`config.mk`:
```
export PLATFORM = sky130hd
export DESIGN_NAME = rtp_sequence_reorder_window_top
export DESIGN_NICKNAME = d
export VERILOG_FILES = /design/src/rtl/rtprw_pkg.sv /design/src/rtl/rtprw_ram.sv /design/src/rtl/rtprw_slot_mod.sv /design/src/rtl/rtp_sequence_reorder_window_top.sv
export SDC_FILE = /design/constraint.sdc
export NUM_CORES = 2
export LEC_CHECK = 0
export BUFFER_PORTS_ARGS = -buffer_cell sky130_fd_sc_hd__buf_2
export CAP_MARGIN = 20
export CELL_PAD_IN_SITES_DETAIL_PLACEMENT = 1
export CELL_PAD_IN_SITES_GLOBAL_PLACEMENT = 1
export CORE_UTILIZATION = 35
export DETAILED_ROUTE_END_ITERATION = 6
export PLACE_DENSITY = 0.58
export REMOVE_ABC_BUFFERS = 1
export SKIP_CTS_REPAIR_TIMING = 1
export SYNTH_ARGS = -nofsm -noshare
export SYNTH_HDL_FRONTEND = slang
export SYNTH_SLANG_ARGS = --single-unit
```
`constraint.sdc`:
```
create_clock -name clk -period 7.2 [get_ports clk]
set_clock_uncertainty 0.15 [all_clocks]
set_input_delay 0.36 -clock clk [delete_from_list [all_inputs] [get_ports clk]]
set_output_delay 0.36 -clock clk [all_outputs]
set_load 0.005 [all_outputs]
```
`src/rtl/rtprw_pkg.sv`:
```
// Shared types and constants for the RTP reorder window block.
// No dependencies; imported by the top level and the slot reduction unit.
package rtprw_pkg;

    localparam int SEQ_W          = 16;
    localparam int HANDLE_W       = 16;
    localparam int COUNT_W        = 32;
    localparam int WINDOW_DEFAULT = 32;

    // Reciprocal scaling for the seq mod WINDOW reduction
    localparam int MOD_SHIFT = 22;

    // Stream payload layout
    localparam int S_TDATA_W = SEQ_W + HANDLE_W;
    localparam int S_TUSER_W = 2;
    localparam int M_TDATA_W = HANDLE_W + SEQ_W + COUNT_W + COUNT_W;
    localparam int HDR_OK_BIT = 0;
    localparam int FITS_BIT   = 1;

    typedef enum logic [2:0] {
        ST_IDLE,
        ST_MULT,
        ST_MOD,
        ST_DRAIN_RD,
        ST_DRAIN_CHK,
        ST_FLUSH_SCAN,
        ST_FLUSH_OUT,
        ST_LAST
    } rtprw_state_t;

endpackage

```
`src/rtl/rtprw_ram.sv`:
```
// Generic single-port-write, single-port-read RAM with registered read data.
// No dependencies.
module rtprw_ram #(
    parameter int WIDTH = 32,
    parameter int DEPTH = 32
) (
    input  logic                     clk,
    input  logic                     we,
    input  logic [$clog2(DEPTH)-1:0] waddr,
    input  logic [WIDTH-1:0]         wdata,
    input  logic                     re,
    input  logic [$clog2(DEPTH)-1:0] raddr,
    output logic [WIDTH-1:0]         rdata
);

    logic [WIDTH-1:0] mem [DEPTH];
    logic [WIDTH-1:0] rdata_reg;

    // Write port
    always_ff @(posedge clk)
    begin
        if (we)
        begin
            mem[waddr] <= wdata;
        end
    end

    // Registered read port; data holds when not reading
    always_ff @(posedge clk)
    begin
        if (re)
        begin
            rdata_reg <= mem[raddr];
        end
    end

    assign rdata = rdata_reg;

endmodule

```
`src/rtl/rtprw_slot_mod.sv`:
```
// Slot index unit: reduces a sequence number modulo WINDOW, with the product
// and the slot registered, by reciprocal multiply and one correcting subtract. Depends on rtprw_pkg.
module rtprw_slot_mod #(
    parameter int WINDOW = rtprw_pkg::WINDOW_DEFAULT
) (
    input  logic                        clk,
    input  logic                        load,
    input  logic [rtprw_pkg::SEQ_W-1:0] seq,
    output logic [$clog2(WINDOW)-1:0]   slot
);

    import rtprw_pkg::*;

    localparam int SLOT_W = $clog2(WINDOW);
    localparam int PROD_W = SEQ_W + MOD_SHIFT;
    localparam logic [MOD_SHIFT-1:0] RECIP = MOD_SHIFT'((64'd1 << MOD_SHIFT) / WINDOW);
    localparam logic [SEQ_W-1:0]     WIN_K = SEQ_W'(WINDOW);

    logic [SEQ_W-1:0]  seq_reg;
    logic [PROD_W-1:0] prod_reg;
    logic [SLOT_W-1:0] slot_reg;
    logic [SEQ_W-1:0]  quot;
    logic [SEQ_W-1:0]  quot_w;
    logic [SEQ_W-1:0]  rem;
    logic [SEQ_W-1:0]  rem_fix;

    // Stage 1: scaled reciprocal product
    always_ff @(posedge clk)
    begin
        if (load)
        begin
            seq_reg  <= seq;
            prod_reg <= PROD_W'(seq) * PROD_W'(RECIP);
        end
    end

    // Stage 2: quotient estimate is exact or one low; one correction fixes it
    always_comb
    begin
        quot    = prod_reg[PROD_W-1:MOD_SHIFT];
        quot_w  = SEQ_W'(quot * WIN_K);
        rem     = seq_reg - quot_w;
        rem_fix = (rem >= WIN_K) ? (rem - WIN_K) : rem;
    end

    always_ff @(posedge clk)
    begin
        slot_reg <= rem_fix[SLOT_W-1:0];
    end

    assign slot = slot_reg;

endmodule

```
`src/rtl/rtp_sequence_reorder_window_top.sv`:
```
// RTP reorder window: top level with the sequencer, slot mask and counters.
// Depends on rtprw_pkg, rtprw_slot_mod and rtprw_ram.
//
// Usage:
//   Slave channel s_*: one packet descriptor per transaction. s_tdata holds
//   seq_number and packet_handle; s_tuser holds header_ok and fits_slot.
//   Master channel m_*: one delivered packet per transaction, m_tlast marks
//   the final delivery caused by one input packet.
//   s_tready is high only while the sequencer is idle; a finished result may
//   still wait in the output register, so a stalled receiver holds off the
//   next packet only once a new delivery is ready to load.
//   Sequence: an accepted packet passes slot reduction and classification
//   (ST_MULT, ST_MOD). A packet that is stored or discarded then frees the
//   input. An in-order packet is then sent, and each drained slot adds a
//   slot RAM read, then compare and send. A restart scans all WINDOW slots
//   at one per cycle, stops to send each full slot, closes the scan, then
//   sends the packet itself. Invalid headers leave the sequencer idle.
//   These steps follow from the single slot RAM read port and the shared
//   modulo unit. Output stalls hold any sending step until the output is free.
//   Reset: the window is empty, not started, counters are zero, no result is
//   pending. Slot RAM contents are used only behind a set full bit.
module rtp_sequence_reorder_window_top #(
    parameter int WINDOW = rtprw_pkg::WINDOW_DEFAULT
) (
    input  logic                            clk,
    input  logic                            rst_n,
    input  logic                            s_tvalid,
    output logic                            s_tready,
    input  logic [rtprw_pkg::S_TDATA_W-1:0] s_tdata,  // seq_number, packet_handle
    input  logic [rtprw_pkg::S_TUSER_W-1:0] s_tuser,  // header_ok, fits_slot
    output logic                            m_tvalid,
    input  logic                            m_tready,
    output logic [rtprw_pkg::M_TDATA_W-1:0] m_tdata,  // out_handle, out_seq, lost_total,
                                                      // received_total
    output logic [0:0]                      m_tuser,  // from_store
    output logic                            m_tlast
);

    import rtprw_pkg::*;

    localparam int SLOT_W = $clog2(WINDOW);
    localparam int SCAN_W = $clog2(WINDOW + 1);
    localparam int ENTRY_W = SEQ_W + HANDLE_W;
    localparam logic [SLOT_W-1:0] LAST_SLOT = SLOT_W'(WINDOW - 1);
    localparam logic [SCAN_W-1:0] SCAN_END  = SCAN_W'(WINDOW);
    localparam logic [SEQ_W-1:0]  WIN_SEQ   = SEQ_W'(WINDOW);

    rtprw_state_t state_reg, state_next;

    // Packet under work
    logic [SEQ_W-1:0]    in_seq_reg,    in_seq_next;
    logic [HANDLE_W-1:0] in_handle_reg, in_handle_next;
    logic                in_fits_reg,   in_fits_next;
    logic [SEQ_W-1:0]    diff_reg,      diff_next;

    // Window state
    logic [SEQ_W-1:0]    expected_reg,  expected_next;
    logic                started_reg,   started_next;
    logic [SLOT_W-1:0]   exp_slot_reg,  exp_slot_next;
    logic [WINDOW-1:0]   mask_reg,      mask_next;
    logic [COUNT_W-1:0]  loss_reg,      loss_next;
    logic [COUNT_W-1:0]  rx_reg,        rx_next;

    // Drain holding result and flush scan
    logic [HANDLE_W-1:0] pend_handle_reg, pend_handle_next;
    logic [SEQ_W-1:0]    pend_seq_reg,    pend_seq_next;
    logic                pend_store_reg,  pend_store_next;
    logic [SLOT_W-1:0]   scan_reg,        scan_next;
    logic [SCAN_W-1:0]   scan_cnt_reg,    scan_cnt_next;

    // Output register
    logic                m_valid_reg,     m_valid_next;
    logic [HANDLE_W-1:0] out_handle_reg,  out_handle_next;
    logic [SEQ_W-1:0]    out_seq_reg,     out_seq_next;
    logic                out_store_reg,   out_store_next;
    logic                out_last_reg,    out_last_next;
    logic [COUNT_W-1:0]  out_loss_reg,    out_loss_next;
    logic [COUNT_W-1:0]  out_rx_reg,      out_rx_next;

    // Control strobes
    logic                s_fire;
    logic                hdr_ok;
    logic                out_free;
    logic                emit_req;
    logic                emit_fire;
    logic                emit_store;
    logic                emit_last;
    logic [HANDLE_W-1:0] emit_handle;
    logic [SEQ_W-1:0]    emit_seq;
    logic                ram_we;
    logic                ram_re;
    logic [SLOT_W-1:0]   ram_raddr;
    logic [ENTRY_W-1:0]  ram_rdata;
    logic [SEQ_W-1:0]    rd_seq;
    logic [HANDLE_W-1:0] rd_handle;
    logic                drain_match;
    logic                diff_neg;
    logic                diff_zero;
    logic                diff_in_win;
    logic [SLOT_W-1:0]   in_slot;
    logic [COUNT_W:0]    loss_sum;

    function automatic logic [SLOT_W-1:0] slot_inc(input logic [SLOT_W-1:0] s);
        return (s == LAST_SLOT) ? '0 : (s + SLOT_W'(1));
    endfunction

    // Slot of the new expected sequence; a 16-bit wrap lands on slot zero
    function automatic logic [SLOT_W-1:0] exp_slot_after(input logic [SLOT_W-1:0] s,
                                                         input logic [SEQ_W-1:0]  seq_new);
        return (seq_new == '0) ? '0 : slot_inc(s);
    endfunction

    assign s_fire    = s_tvalid && s_tready;
    assign hdr_ok    = s_tuser[HDR_OK_BIT];
    assign out_free  = !m_valid_reg || m_tready;
    assign emit_fire = emit_req && out_free;

    assign diff_neg    = diff_reg[SEQ_W-1];
    assign diff_zero   = (diff_reg == '0);
    assign diff_in_win = (diff_reg < WIN_SEQ);

    assign rd_seq      = ram_rdata[ENTRY_W-1:HANDLE_W];
    assign rd_handle   = ram_rdata[HANDLE_W-1:0];
    assign drain_match = mask_reg[exp_slot_reg] && (rd_seq == expected_reg);

    // Saturating loss update: adds distance minus one
    assign loss_sum = {1'b0, loss_reg} + (COUNT_W + 1)'(diff_reg - SEQ_W'(1));

    // Slot index of the packet under work
    rtprw_slot_mod #(
        .WINDOW (WINDOW)
    ) u_slot_mod (
        .clk  (clk),
        .load (s_fire),
        .seq  (s_tdata[SEQ_W-1:0]),
        .slot (in_slot)
    );

    // Slot storage: {seq, handle}
    rtprw_ram #(
        .WIDTH (ENTRY_W),
        .DEPTH (WINDOW)
    ) u_slot_ram (
        .clk   (clk),
        .we    (ram_we),
        .waddr (in_slot),
        .wdata ({in_seq_reg, in_handle_reg}),
        .re    (ram_re),
        .raddr (ram_raddr),
        .rdata (ram_rdata)
    );

    // Next state
    always_comb
    begin
        state_next = state_reg;
        case (state_reg)
            ST_IDLE:
            begin
                if (s_fire && hdr_ok)
                begin
                    state_next = ST_MULT;
                end
            end
            ST_MULT:
            begin
                state_next = ST_MOD;
            end
            ST_MOD:
            begin
                if (diff_neg)
                begin
                    state_next = ST_IDLE;
                end
                else if (diff_zero)
                begin
                    state_next = ST_DRAIN_RD;
                end
                else if (diff_in_win)
                begin
                    state_next = ST_IDLE;
                end
                else
                begin
                    state_next = ST_FLUSH_SCAN;
                end
            end
            ST_DRAIN_RD:
            begin
                state_next = ST_DRAIN_CHK;
            end
            ST_DRAIN_CHK:
            begin
                if (emit_fire)
                begin
                    state_next = drain_match ? ST_DRAIN_RD : ST_IDLE;
                end
            end
            ST_FLUSH_SCAN:
            begin
                if (scan_cnt_reg == SCAN_END)
                begin
                    state_next = ST_LAST;
                end
                else if (mask_reg[scan_reg])
                begin
                    state_next = ST_FLUSH_OUT;
                end
            end
            ST_FLUSH_OUT:
            begin
                if (emit_fire)
                begin
                    state_next = ST_FLUSH_SCAN;
                end
            end
            ST_LAST:
            begin
                if (emit_fire)
                begin
                    state_next = ST_IDLE;
                end
            end
            default:
            begin
                state_next = ST_IDLE;
            end
        endcase
    end

    // Sequencer outputs
    always_comb
    begin
        s_tready    = (state_reg == ST_IDLE);
        emit_req    = 1'b0;
        emit_store  = 1'b0;
        emit_last   = 1'b0;
        emit_handle = pend_handle_reg;
        emit_seq    = pend_seq_reg;
        ram_we      = 1'b0;
        ram_re      = 1'b0;
        ram_raddr   = exp_slot_reg;
        case (state_reg)
            ST_MOD:
            begin
                ram_we = !diff_neg && !diff_zero && diff_in_win && in_fits_reg;
            end
            ST_DRAIN_RD:
            begin
                ram_re = 1'b1;
            end
            ST_DRAIN_CHK:
            begin
                emit_req   = 1'b1;
                emit_store = pend_store_reg;
                emit_last  = !drain_match;
            end
            ST_FLUSH_SCAN:
            begin
                ram_raddr = scan_reg;
                ram_re    = (scan_cnt_reg != SCAN_END) && mask_reg[scan_reg];
            end
            ST_FLUSH_OUT:
            begin
                emit_req    = 1'b1;
                emit_store  = 1'b1;
                emit_handle = rd_handle;
                emit_seq    = rd_seq;
            end
            ST_LAST:
            begin
                emit_req    = 1'b1;
                emit_last   = 1'b1;
                emit_handle = in_handle_reg;
                emit_seq    = in_seq_reg;
            end
            default:
            begin
                emit_req = 1'b0;
            end
        endcase
    end

    // Datapath next values
    always_comb
    begin
        in_seq_next      = in_seq_reg;
        in_handle_next   = in_handle_reg;
        in_fits_next     = in_fits_reg;
        diff_next        = diff_reg;
        expected_next    = expected_reg;
        started_next     = started_reg;
        exp_slot_next    = exp_slot_reg;
        mask_next        = mask_reg;
        loss_next        = loss_reg;
        rx_next          = rx_reg;
        pend_handle_next = pend_handle_reg;
        pend_seq_next    = pend_seq_reg;
        pend_store_next  = pend_store_reg;
        scan_next        = scan_reg;
        scan_cnt_next    = scan_cnt_reg;

        // Accept: count, start the window, take the distance
        if (s_fire && hdr_ok)
        begin
            in_seq_next    = s_tdata[SEQ_W-1:0];
            in_handle_next = s_tdata[S_TDATA_W-1:SEQ_W];
            in_fits_next   = s_tuser[FITS_BIT];
            rx_next        = (rx_reg == '1) ? rx_reg : (rx_reg + COUNT_W'(1));
            started_next   = 1'b1;
            if (started_reg)
            begin
                diff_next = s_tdata[SEQ_W-1:0] - expected_reg;
            end
            else
            begin
                expected_next = s_tdata[SEQ_W-1:0];
                diff_next     = '0;
            end
        end

        case (state_reg)
            ST_MOD:
            begin
                if (!diff_neg && diff_zero)
                begin
                    // In order: hold the packet, advance past it
                    pend_handle_next = in_handle_reg;
                    pend_seq_next    = in_seq_reg;
                    pend_store_next  = 1'b0;
                    expected_next    = in_seq_reg + SEQ_W'(1);
                    exp_slot_next    = exp_slot_after(in_slot, in_seq_reg + SEQ_W'(1));
                end
                else if (!diff_neg && diff_in_win)
                begin
                    if (in_fits_reg)
                    begin
                        mask_next[in_slot] = 1'b1;
                    end
                end
                else if (!diff_neg)
                begin
                    // Restart: flush from the old expected slot
                    scan_next     = exp_slot_reg;
                    scan_cnt_next = '0;
                    expected_next = in_seq_reg + SEQ_W'(1);
                    exp_slot_next = exp_slot_after(in_slot, in_seq_reg + SEQ_W'(1));
                    loss_next     = loss_sum[COUNT_W] ? '1 : loss_sum[COUNT_W-1:0];
                end
            end
            ST_DRAIN_CHK:
            begin
                if (emit_fire && drain_match)
                begin
                    pend_handle_next        = rd_handle;
                    pend_seq_next           = rd_seq;
                    pend_store_next         = 1'b1;
                    mask_next[exp_slot_reg] = 1'b0;
                    expected_next           = expected_reg + SEQ_W'(1);
                    exp_slot_next           = exp_slot_after(exp_slot_reg,
                                                             expected_reg + SEQ_W'(1));
                end
            end
            ST_FLUSH_SCAN:
            begin
                if ((scan_cnt_reg != SCAN_END) && !mask_reg[scan_reg])
                begin
                    scan_next     = slot_inc(scan_reg);
                    scan_cnt_next = scan_cnt_reg + SCAN_W'(1);
                end
            end
            ST_FLUSH_OUT:
            begin
                if (emit_fire)
                begin
                    mask_next[scan_reg] = 1'b0;
                    scan_next           = slot_inc(scan_reg);
                    scan_cnt_next       = scan_cnt_reg + SCAN_W'(1);
                end
            end
            default:
            begin
                scan_next = scan_reg;
            end
        endcase
    end

    // Output register next values
    always_comb
    begin
        m_valid_next    = m_valid_reg;
        out_handle_next = out_handle_reg;
        out_seq_next    = out_seq_reg;
        out_store_next  = out_store_reg;
        out_last_next   = out_last_reg;
        out_loss_next   = out_loss_reg;
        out_rx_next     = out_rx_reg;
        if (emit_fire)
        begin
            m_valid_next    = 1'b1;
            out_handle_next = emit_handle;
            out_seq_next    = emit_seq;
            out_store_next  = emit_store;
            out_last_next   = emit_last;
            out_loss_next   = loss_reg;
            out_rx_next     = rx_reg;
        end
        else if (m_tready)
        begin
            m_valid_next = 1'b0;
        end
    end

    // Control registers
    always_ff @(posedge clk or negedge rst_n)
    begin
        if (!rst_n)
        begin
            state_reg    <= ST_IDLE;
            expected_reg <= '0;
            started_reg  <= 1'b0;
            exp_slot_reg <= '0;
            mask_reg     <= '0;
            loss_reg     <= '0;
            rx_reg       <= '0;
            scan_reg     <= '0;
            scan_cnt_reg <= '0;
            m_valid_reg  <= 1'b0;
        end
        else
        begin
            state_reg    <= state_next;
            expected_reg <= expected_next;
            started_reg  <= started_next;
            exp_slot_reg <= exp_slot_next;
            mask_reg     <= mask_next;
            loss_reg     <= loss_next;
            rx_reg       <= rx_next;
            scan_reg     <= scan_next;
            scan_cnt_reg <= scan_cnt_next;
            m_valid_reg  <= m_valid_next;
        end
    end

    // Payload registers
    always_ff @(posedge clk)
    begin
        in_seq_reg      <= in_seq_next;
        in_handle_reg   <= in_handle_next;
        in_fits_reg     <= in_fits_next;
        diff_reg        <= diff_next;
        pend_handle_reg <= pend_handle_next;
        pend_seq_reg    <= pend_seq_next;
        pend_store_reg  <= pend_store_next;
        out_handle_reg  <= out_handle_next;
        out_seq_reg     <= out_seq_next;
        out_store_reg   <= out_store_next;
        out_last_reg    <= out_last_next;
        out_loss_reg    <= out_loss_next;
        out_rx_reg      <= out_rx_next;
    end

    assign m_tvalid   = m_valid_reg;
    assign m_tdata    = {out_rx_reg, out_loss_reg, out_seq_reg, out_handle_reg};
    assign m_tuser[0] = out_store_reg;
    assign m_tlast    = out_last_reg;

endmodule

```
# --- Yosys cells after proc, flatten, opt, wreduce, memory -nomap -nowiden ---
# Memories as Yosys holds them, arrays and structs flattened. A register that Yosys moved wholly into a read port is not among the register bits.
# Cells that the tools add are included.
# W data, S select, Z words.
totals:
  reg_bits: 334
  latch_bits: 0
  ram_bits: 1024
  mem_bits_ro: 0
  input_bits: 38
  output_inout_bits: 100
  n_memories: 1
op_classes:
  n_addsub: 12
  mul: 0
  div_mod_pow: 0
  n_lt_le_gt_ge: 8
  eq_ne: 29
  shift: 0
  n_mux: 79
  n_bitwise: 9
  reduce_logical: 37
mem_list:
  columns: ["name", "depth", "width", "read_ports", "rd_clocked_by_memory_dff", "wr", "line", "rtl"]
  rows:
  - ["u_slot_ram.mem", 32, 32, 1, 1, 1, "rtprw_ram.sv:16", "logic [WIDTH-1:0] mem [DEPTH];"]
ops:
  columns: ["cell", "n"]
  rows:
  - ["$mux W32", 6]
  - ["$mux W16", 10]
  - ["$pmux W16 S2", 5]
  - ["$pmux W32 S3", 1]
  - ["$mux W5", 16]
  - ["$and A32 B32 Y32", 2]
  - ["$not A32 Y32", 2]
  - ["$logic_not A16 Y1", 3]
  - ["$add A32 B33 Y33", 1]
  - ["$add A16 B1 Y16 const B", 2]
  - ["$add A32 B1 Y32 const B", 1]
  - ["$eq A32 B32 Y1 const B", 1]
  - ["$or A32 B32 Y32", 1]
  - ["$sub A16 B16 Y16", 2]
  - ["$mux W6", 5]
  - ["$mux W3", 9]
  - ["$pmux W3 S8", 1]
  - ["$ne A2 B2 Y1 const B", 11]
  - ["$lt A5 B6 Y1 const B", 3]
  - ["$pmux W6 S3", 1]
  - ["$sub A16 B1 Y17 const B", 1]
  - ["$eq A16 B16 Y1", 1]
  - ["$ge A16 B6 Y1 const B", 1]
  - ["$lt A16 B6 Y1 const B", 1]
  - ["32 further kinds", 87]

# --- Depth between registers and ports, before layout ---
depth:
  depth_word: 9
  mapped_depth: 16
  ltp_nobuf: 16

# --- Modules after synthesis ---
# A second synthesis with hierarchy kept.
hier_totals:
  hier_cells: 3917
  hier_area_um2: 58352.2
by_module_without_submodules:
  columns: ["mod", "instances", "cells_each", "area_per_inst_um2", "seq_area_each_um2"]
  rows:
  - ["rtprw_ram", 1, 2260, 40812.9, 31710.4]
  - ["rtp_sequence_reorder_window_top", 1, 1647, 17289.1, 8733.4]
  - ["rtprw_slot_mod", 1, 10, 250.2, 250.2]

# --- Least setup slack after synthesis ---
# OpenSTA, ideal clock, no wires.
synth_path:
  path_kind: "register to register"
  start: "register state_reg[0]"
  end: "register pend_handle_reg[0] (enable)"
  setup_time_ns: 0.390
  arrival_ns: 6.394
  required_time_ns: 6.660
  setup_slack_ns: 0.265
  path_stages_with_launch: 7
  path_buffers: 1
  period_less_slack_ns: 6.935
  cell_sequence: "dfrtp_1 nor2b_2 nand2b_1 nor2_1 nand3_1 clkbuf_1 nand2_1"
synth_between:
  elab_chain_cells: 7
  elab_cells_between_ends: 12
  cone_classes: "eq/ne (6); mux (1); reduce/logical (5)"
synth_rtl:
  columns: ["element", "line", "rtl"]
  rows:
  - ["start: declaration", "rtp_sequence_reorder_window_top.sv:48", "rtprw_state_t state_reg, state_next;"]
  - ["start signal: assignment", "rtp_sequence_reorder_window_top.sv:432", "state_reg <= state_next;"]
  - ["$eq A3 B3 Y1", "rtp_sequence_reorder_window_top.sv:243", "case (state_reg)"]
  - ["$reduce_or A3 Y1 (no source line) *", null, null]
  - ["$mux W1 *", "rtp_sequence_reorder_window_top.sv:243", null]
  - ["$logic_and A1 B1 Y1 *", "rtp_sequence_reorder_window_top.sv:116", "assign emit_fire = emit_req && out_free;"]
  - ["named net emit_fire", "rtp_sequence_reorder_window_top.sv:85", "logic emit_fire;"]
  - ["$logic_and A1 B1 Y1 *", "rtp_sequence_reorder_window_top.sv:353", "if (emit_fire && drain_match)"]
  - ["$ne A2 B2 Y1 (no source line) *", null, null]
  - ["$reduce_and A3 Y1 (no source line) *", null, null]
  - ["end signal: assignment", "rtp_sequence_reorder_window_top.sv:452", "pend_handle_reg <= pend_handle_next;"]
  - ["end: declaration", "rtp_sequence_reorder_window_top.sv:65", "logic [HANDLE_W-1:0] pend_handle_reg, pend_handle_next;"]
# Mark *: on every way through the listed nets, which the timed path passes. The rest lies on a longest branch.
# A chain may end at the register's enable or synchronous reset.

# --- Worst setup path after layout ---
layout_path:
  start: "register diff_reg[11]"
  end: "register loss_reg[31]"
layout_between:
  elab_chain_cells: 4
  elab_cells_between_ends: 10
  cone_classes: "add/sub (2); order compare (1); mux (1); bitwise (2); reduce/logical (4)"
layout_rtl:
  columns: ["element", "line", "rtl"]
  rows:
  - ["start: declaration", "rtp_sequence_reorder_window_top.sv:54", "logic [SEQ_W-1:0] diff_reg, diff_next;"]
  - ["start signal: assignment", "rtp_sequence_reorder_window_top.sv:451", "diff_reg <= diff_next;"]
  - ["parallel branches: the longest is 4 deep, another holds $add A32 B33 Y33", null, null]
  - ["end signal: assignment", "rtp_sequence_reorder_window_top.sv:437", "loss_reg <= loss_next;"]
  - ["end: declaration", "rtp_sequence_reorder_window_top.sv:61", "logic [COUNT_W-1:0] loss_reg, loss_next;"]
# Parallel ways; which one is timed is not known.

==> out/summary.txt <==
outcome: finished, final reports clean
Synth area leader: edfxtp_1
crit path DAT: 5.67 ns
Tot Pwr: 0.0247 W
Mapped Area: 57500 um^2
die width: 407 um
Final #Nets: 3830
Max Clock Freq: 194 MHz
FF+latch count, synth: 1379
largest net degree at the start of global routing: 103
Die Span Y: 407 um
final instance area: 66500 um^2
GRT Total Usage: 0.195
yosys warns: 0
CTS Buffer Depth: 3
core area: 163000 um^2
critical path endpoint category: register
post-synthesis async set-or-reset flop share: 0.0964
Final Setup Violations: 0
clk_lat worst skew: 0.79 ns
layout cells sized above 1: 0.212
Cell variety after synth: 73
number of I/O port buffers: 137
# rows: 148
compound-cell area share of the yosys netlist: 0.0438
max reg flops: 1024
Synth Instances: 3485
Yosys top cell area share: 0.648
Post-synth EDFFs: 1241
minimum clock period: 5.15 ns
Starting Density: 0.353
Worst setup SP type: register
root buffer cell: clkbuf_16
slew of the pin with the lowest slew margin: 1.16 ns
main combinational cell family by area after synthesis: multiplexers
initial DRC count: 2724
post-synthesis mux area share: 0.123
CTS clock-pin slew for the worst setup and hold paths: 0.06 ns
io pins: 138
Cell Area, Placed: 61400 um^2
global route total overflow: 0
critical path required time: 7.72 ns
period utilization: 0.715
DRT Pass-1 Iters: 5
Worst VDD drop: 0.292 mV
die area: 166000 um^2
Max Slew Vio Count: 0
DRC: 0
Multi-input gate area: 16300 um^2
DRT Wirelength: 163 mm
Max-slew headroom: 0.226
first-pass GRT wire length: 237 mm
xor/xnor cell area share of the yosys netlist: 0.0193
Avg Vias per Cell: 5.41
area grow syn2layout: 15.5%
vias in the first global route: 33579
PwrDens: 371 nW/um^2
Synth Area in Simple Gates: 0.0746
Fillers: 16126
Hold Crit Class: in2async
syn_area_per_cell: 16.5 um^2
critical path class: reg2reg
Seq/Total Area, Yosys: 0.707
drt wl/cell: 27.1 um
Critical Path Fanout Max: 9
Synth Area in Adders: 0.0159
setup repair after global routing missed its margin: no
CTS H-tree depth: 4
FF+latch area: 40700 um^2
CTS tree: built
HPWL after DPL: 92.1 mm
Lkg Pwr: 22.6 nW
Final ANT Viol Nets: 0
DR vias: 32490
Hold Fails Final Rpt: 0
antenna violations before repair: 0
most common cell in the netlist: edfxtp_1
Sink Count: 1379
maxcap violations: 0
synth top area cells: edfxtp_1 65%, mux4_2 11%, dfrtp_1 5.8%, nand2_1 2.7%, nand3_1 1.8%
Most flops, register: u_slot_ram.mem
predominant post-synthesis flop cell: edfxtp_1
gp weighted congestion: 0.811
total CTS buffers: 151
commonest cells in the netlist: 1241 x edfxtp_1, 417 x nand2_1, 272 x mux4_2
## final cells by class
| type | instances | share of cell area |
|---|---|---|
| flip-flops and latches | 1379 | 0.612 |
| multi-input cells | 1871 | 0.245 |
| well taps | 2175 | 0.0409 |
| diodes | 1 | 0.0000377 |
| clock buffers | 193 | 0.0608 |
| repair buffers | 268 | 0.0282 |
| inverters | 49 | 0.00279 |
| clock inverters | 72 | 0.00983 |
## path summary, 6_finish.rpt
path	startpoint	endpoint	slack (ns)	depth (start not counted)
max	diff_reg[11]$_SDFFCE_PN0P_	loss_reg[31]$_DFFE_PN0P_	2.05	14
min	rst_n	loss_reg[23]$_DFFE_PN0P_	0.02	2
max reg2reg	diff_reg[11]$_SDFFCE_PN0P_	loss_reg[31]$_DFFE_PN0P_	2.05	14
min reg2reg	u_slot_mod.seq_reg[3]$_DFFE_PP_	u_slot_mod.slot[3]$_DFF_P_	0.19	0
max in group asynchronous	rst_n	expected_reg[13]$_DFF_PN0_	5.54	3
min in group clk	s_tuser[0]	state_reg[0]$_DFFE_PN0P_	0.03	5
## critical path: stages, from the launching register on
cell,delay (ns)
edfxtp_1,0.40
or4_4,0.56
or3_4,0.37
or4_4,0.52
nor2_1,0.60
ha_1,0.46
a21oi_1,0.26
o21bai_1,0.09
a21o_1,0.19
nor3b_1,0.19
nand3b_1,0.13
a311oi_1,0.50
o211ai_1,0.20
o32a_1,0.31
o21a_1,0.10
## layer usage
metal,global-route usage,routed length (um),vias up
met4,0.0473,3180,0
met5,0,0,-
met1,0.267,72800,17353
met3,0.0290,6650,217
met2,0.327,80400,795
li1,-,-,14125
## cell families (layout without fill, tap and decap cells)
family | Yosys count | in the layout
flip-flops | 1379 | 1379
AND/OR/NAND/NOR | 933 | 933
AO/OA/AOI/OAI | 377 | 377
multiplexers | 362 | 362
buffers and inverters | 235 | 582
XOR/XNOR | 127 | 127
adder cells (fa/ha/maj) | 72 | 72
other | 0 | 1
## placed cells by master (no fill, tap or decap), drive strengths merged, types with 25 or more instances in the layout
cell type    instances
clkinv              53
xnor2               83
nor3                33
inv                 56
dfrtp              133
a22oi               40
o22a                43
xor2                44
nand4               25
mux2i               52
dlygate4sd3         35
mux2                38
mux4               272
a21oi               51
nand3              202
clkbuf             193
buf                233
nand2              421
a31oi               32
edfxtp            1241
ha                  70
o21ai              105
nor2               124
## report_power, final
| group | leakage (nW) | switching (W) | internal [W] |
|---|---|---|---|
| sequential | 12.9 | 0.000630 | 0.00941 |
| clock | 2.28 | 0.00325 | 0.00423 |
| combinational | 7.36 | 0.00420 | 0.00294 |
| total | 22.6 | 0.00808 | 0.0166 |
## through the flow
stage	hold slack, ns	setup TNS [ns]	utilization	worst slack [ns]	std cells
finish	0.0167	0	0.408	2.05	6008
global route	0.0224	0	0.408	1.76	6007
CTS	-0.559	0	0.405	1.96	5971
detailed placement	0.179	0	0.377	1.98	5706
global placement	0.175	0	0.376	2.06	5703
floorplan	-0.0856	-743.21	-	-20.10	3299
(Power assumes the default switching activity.)
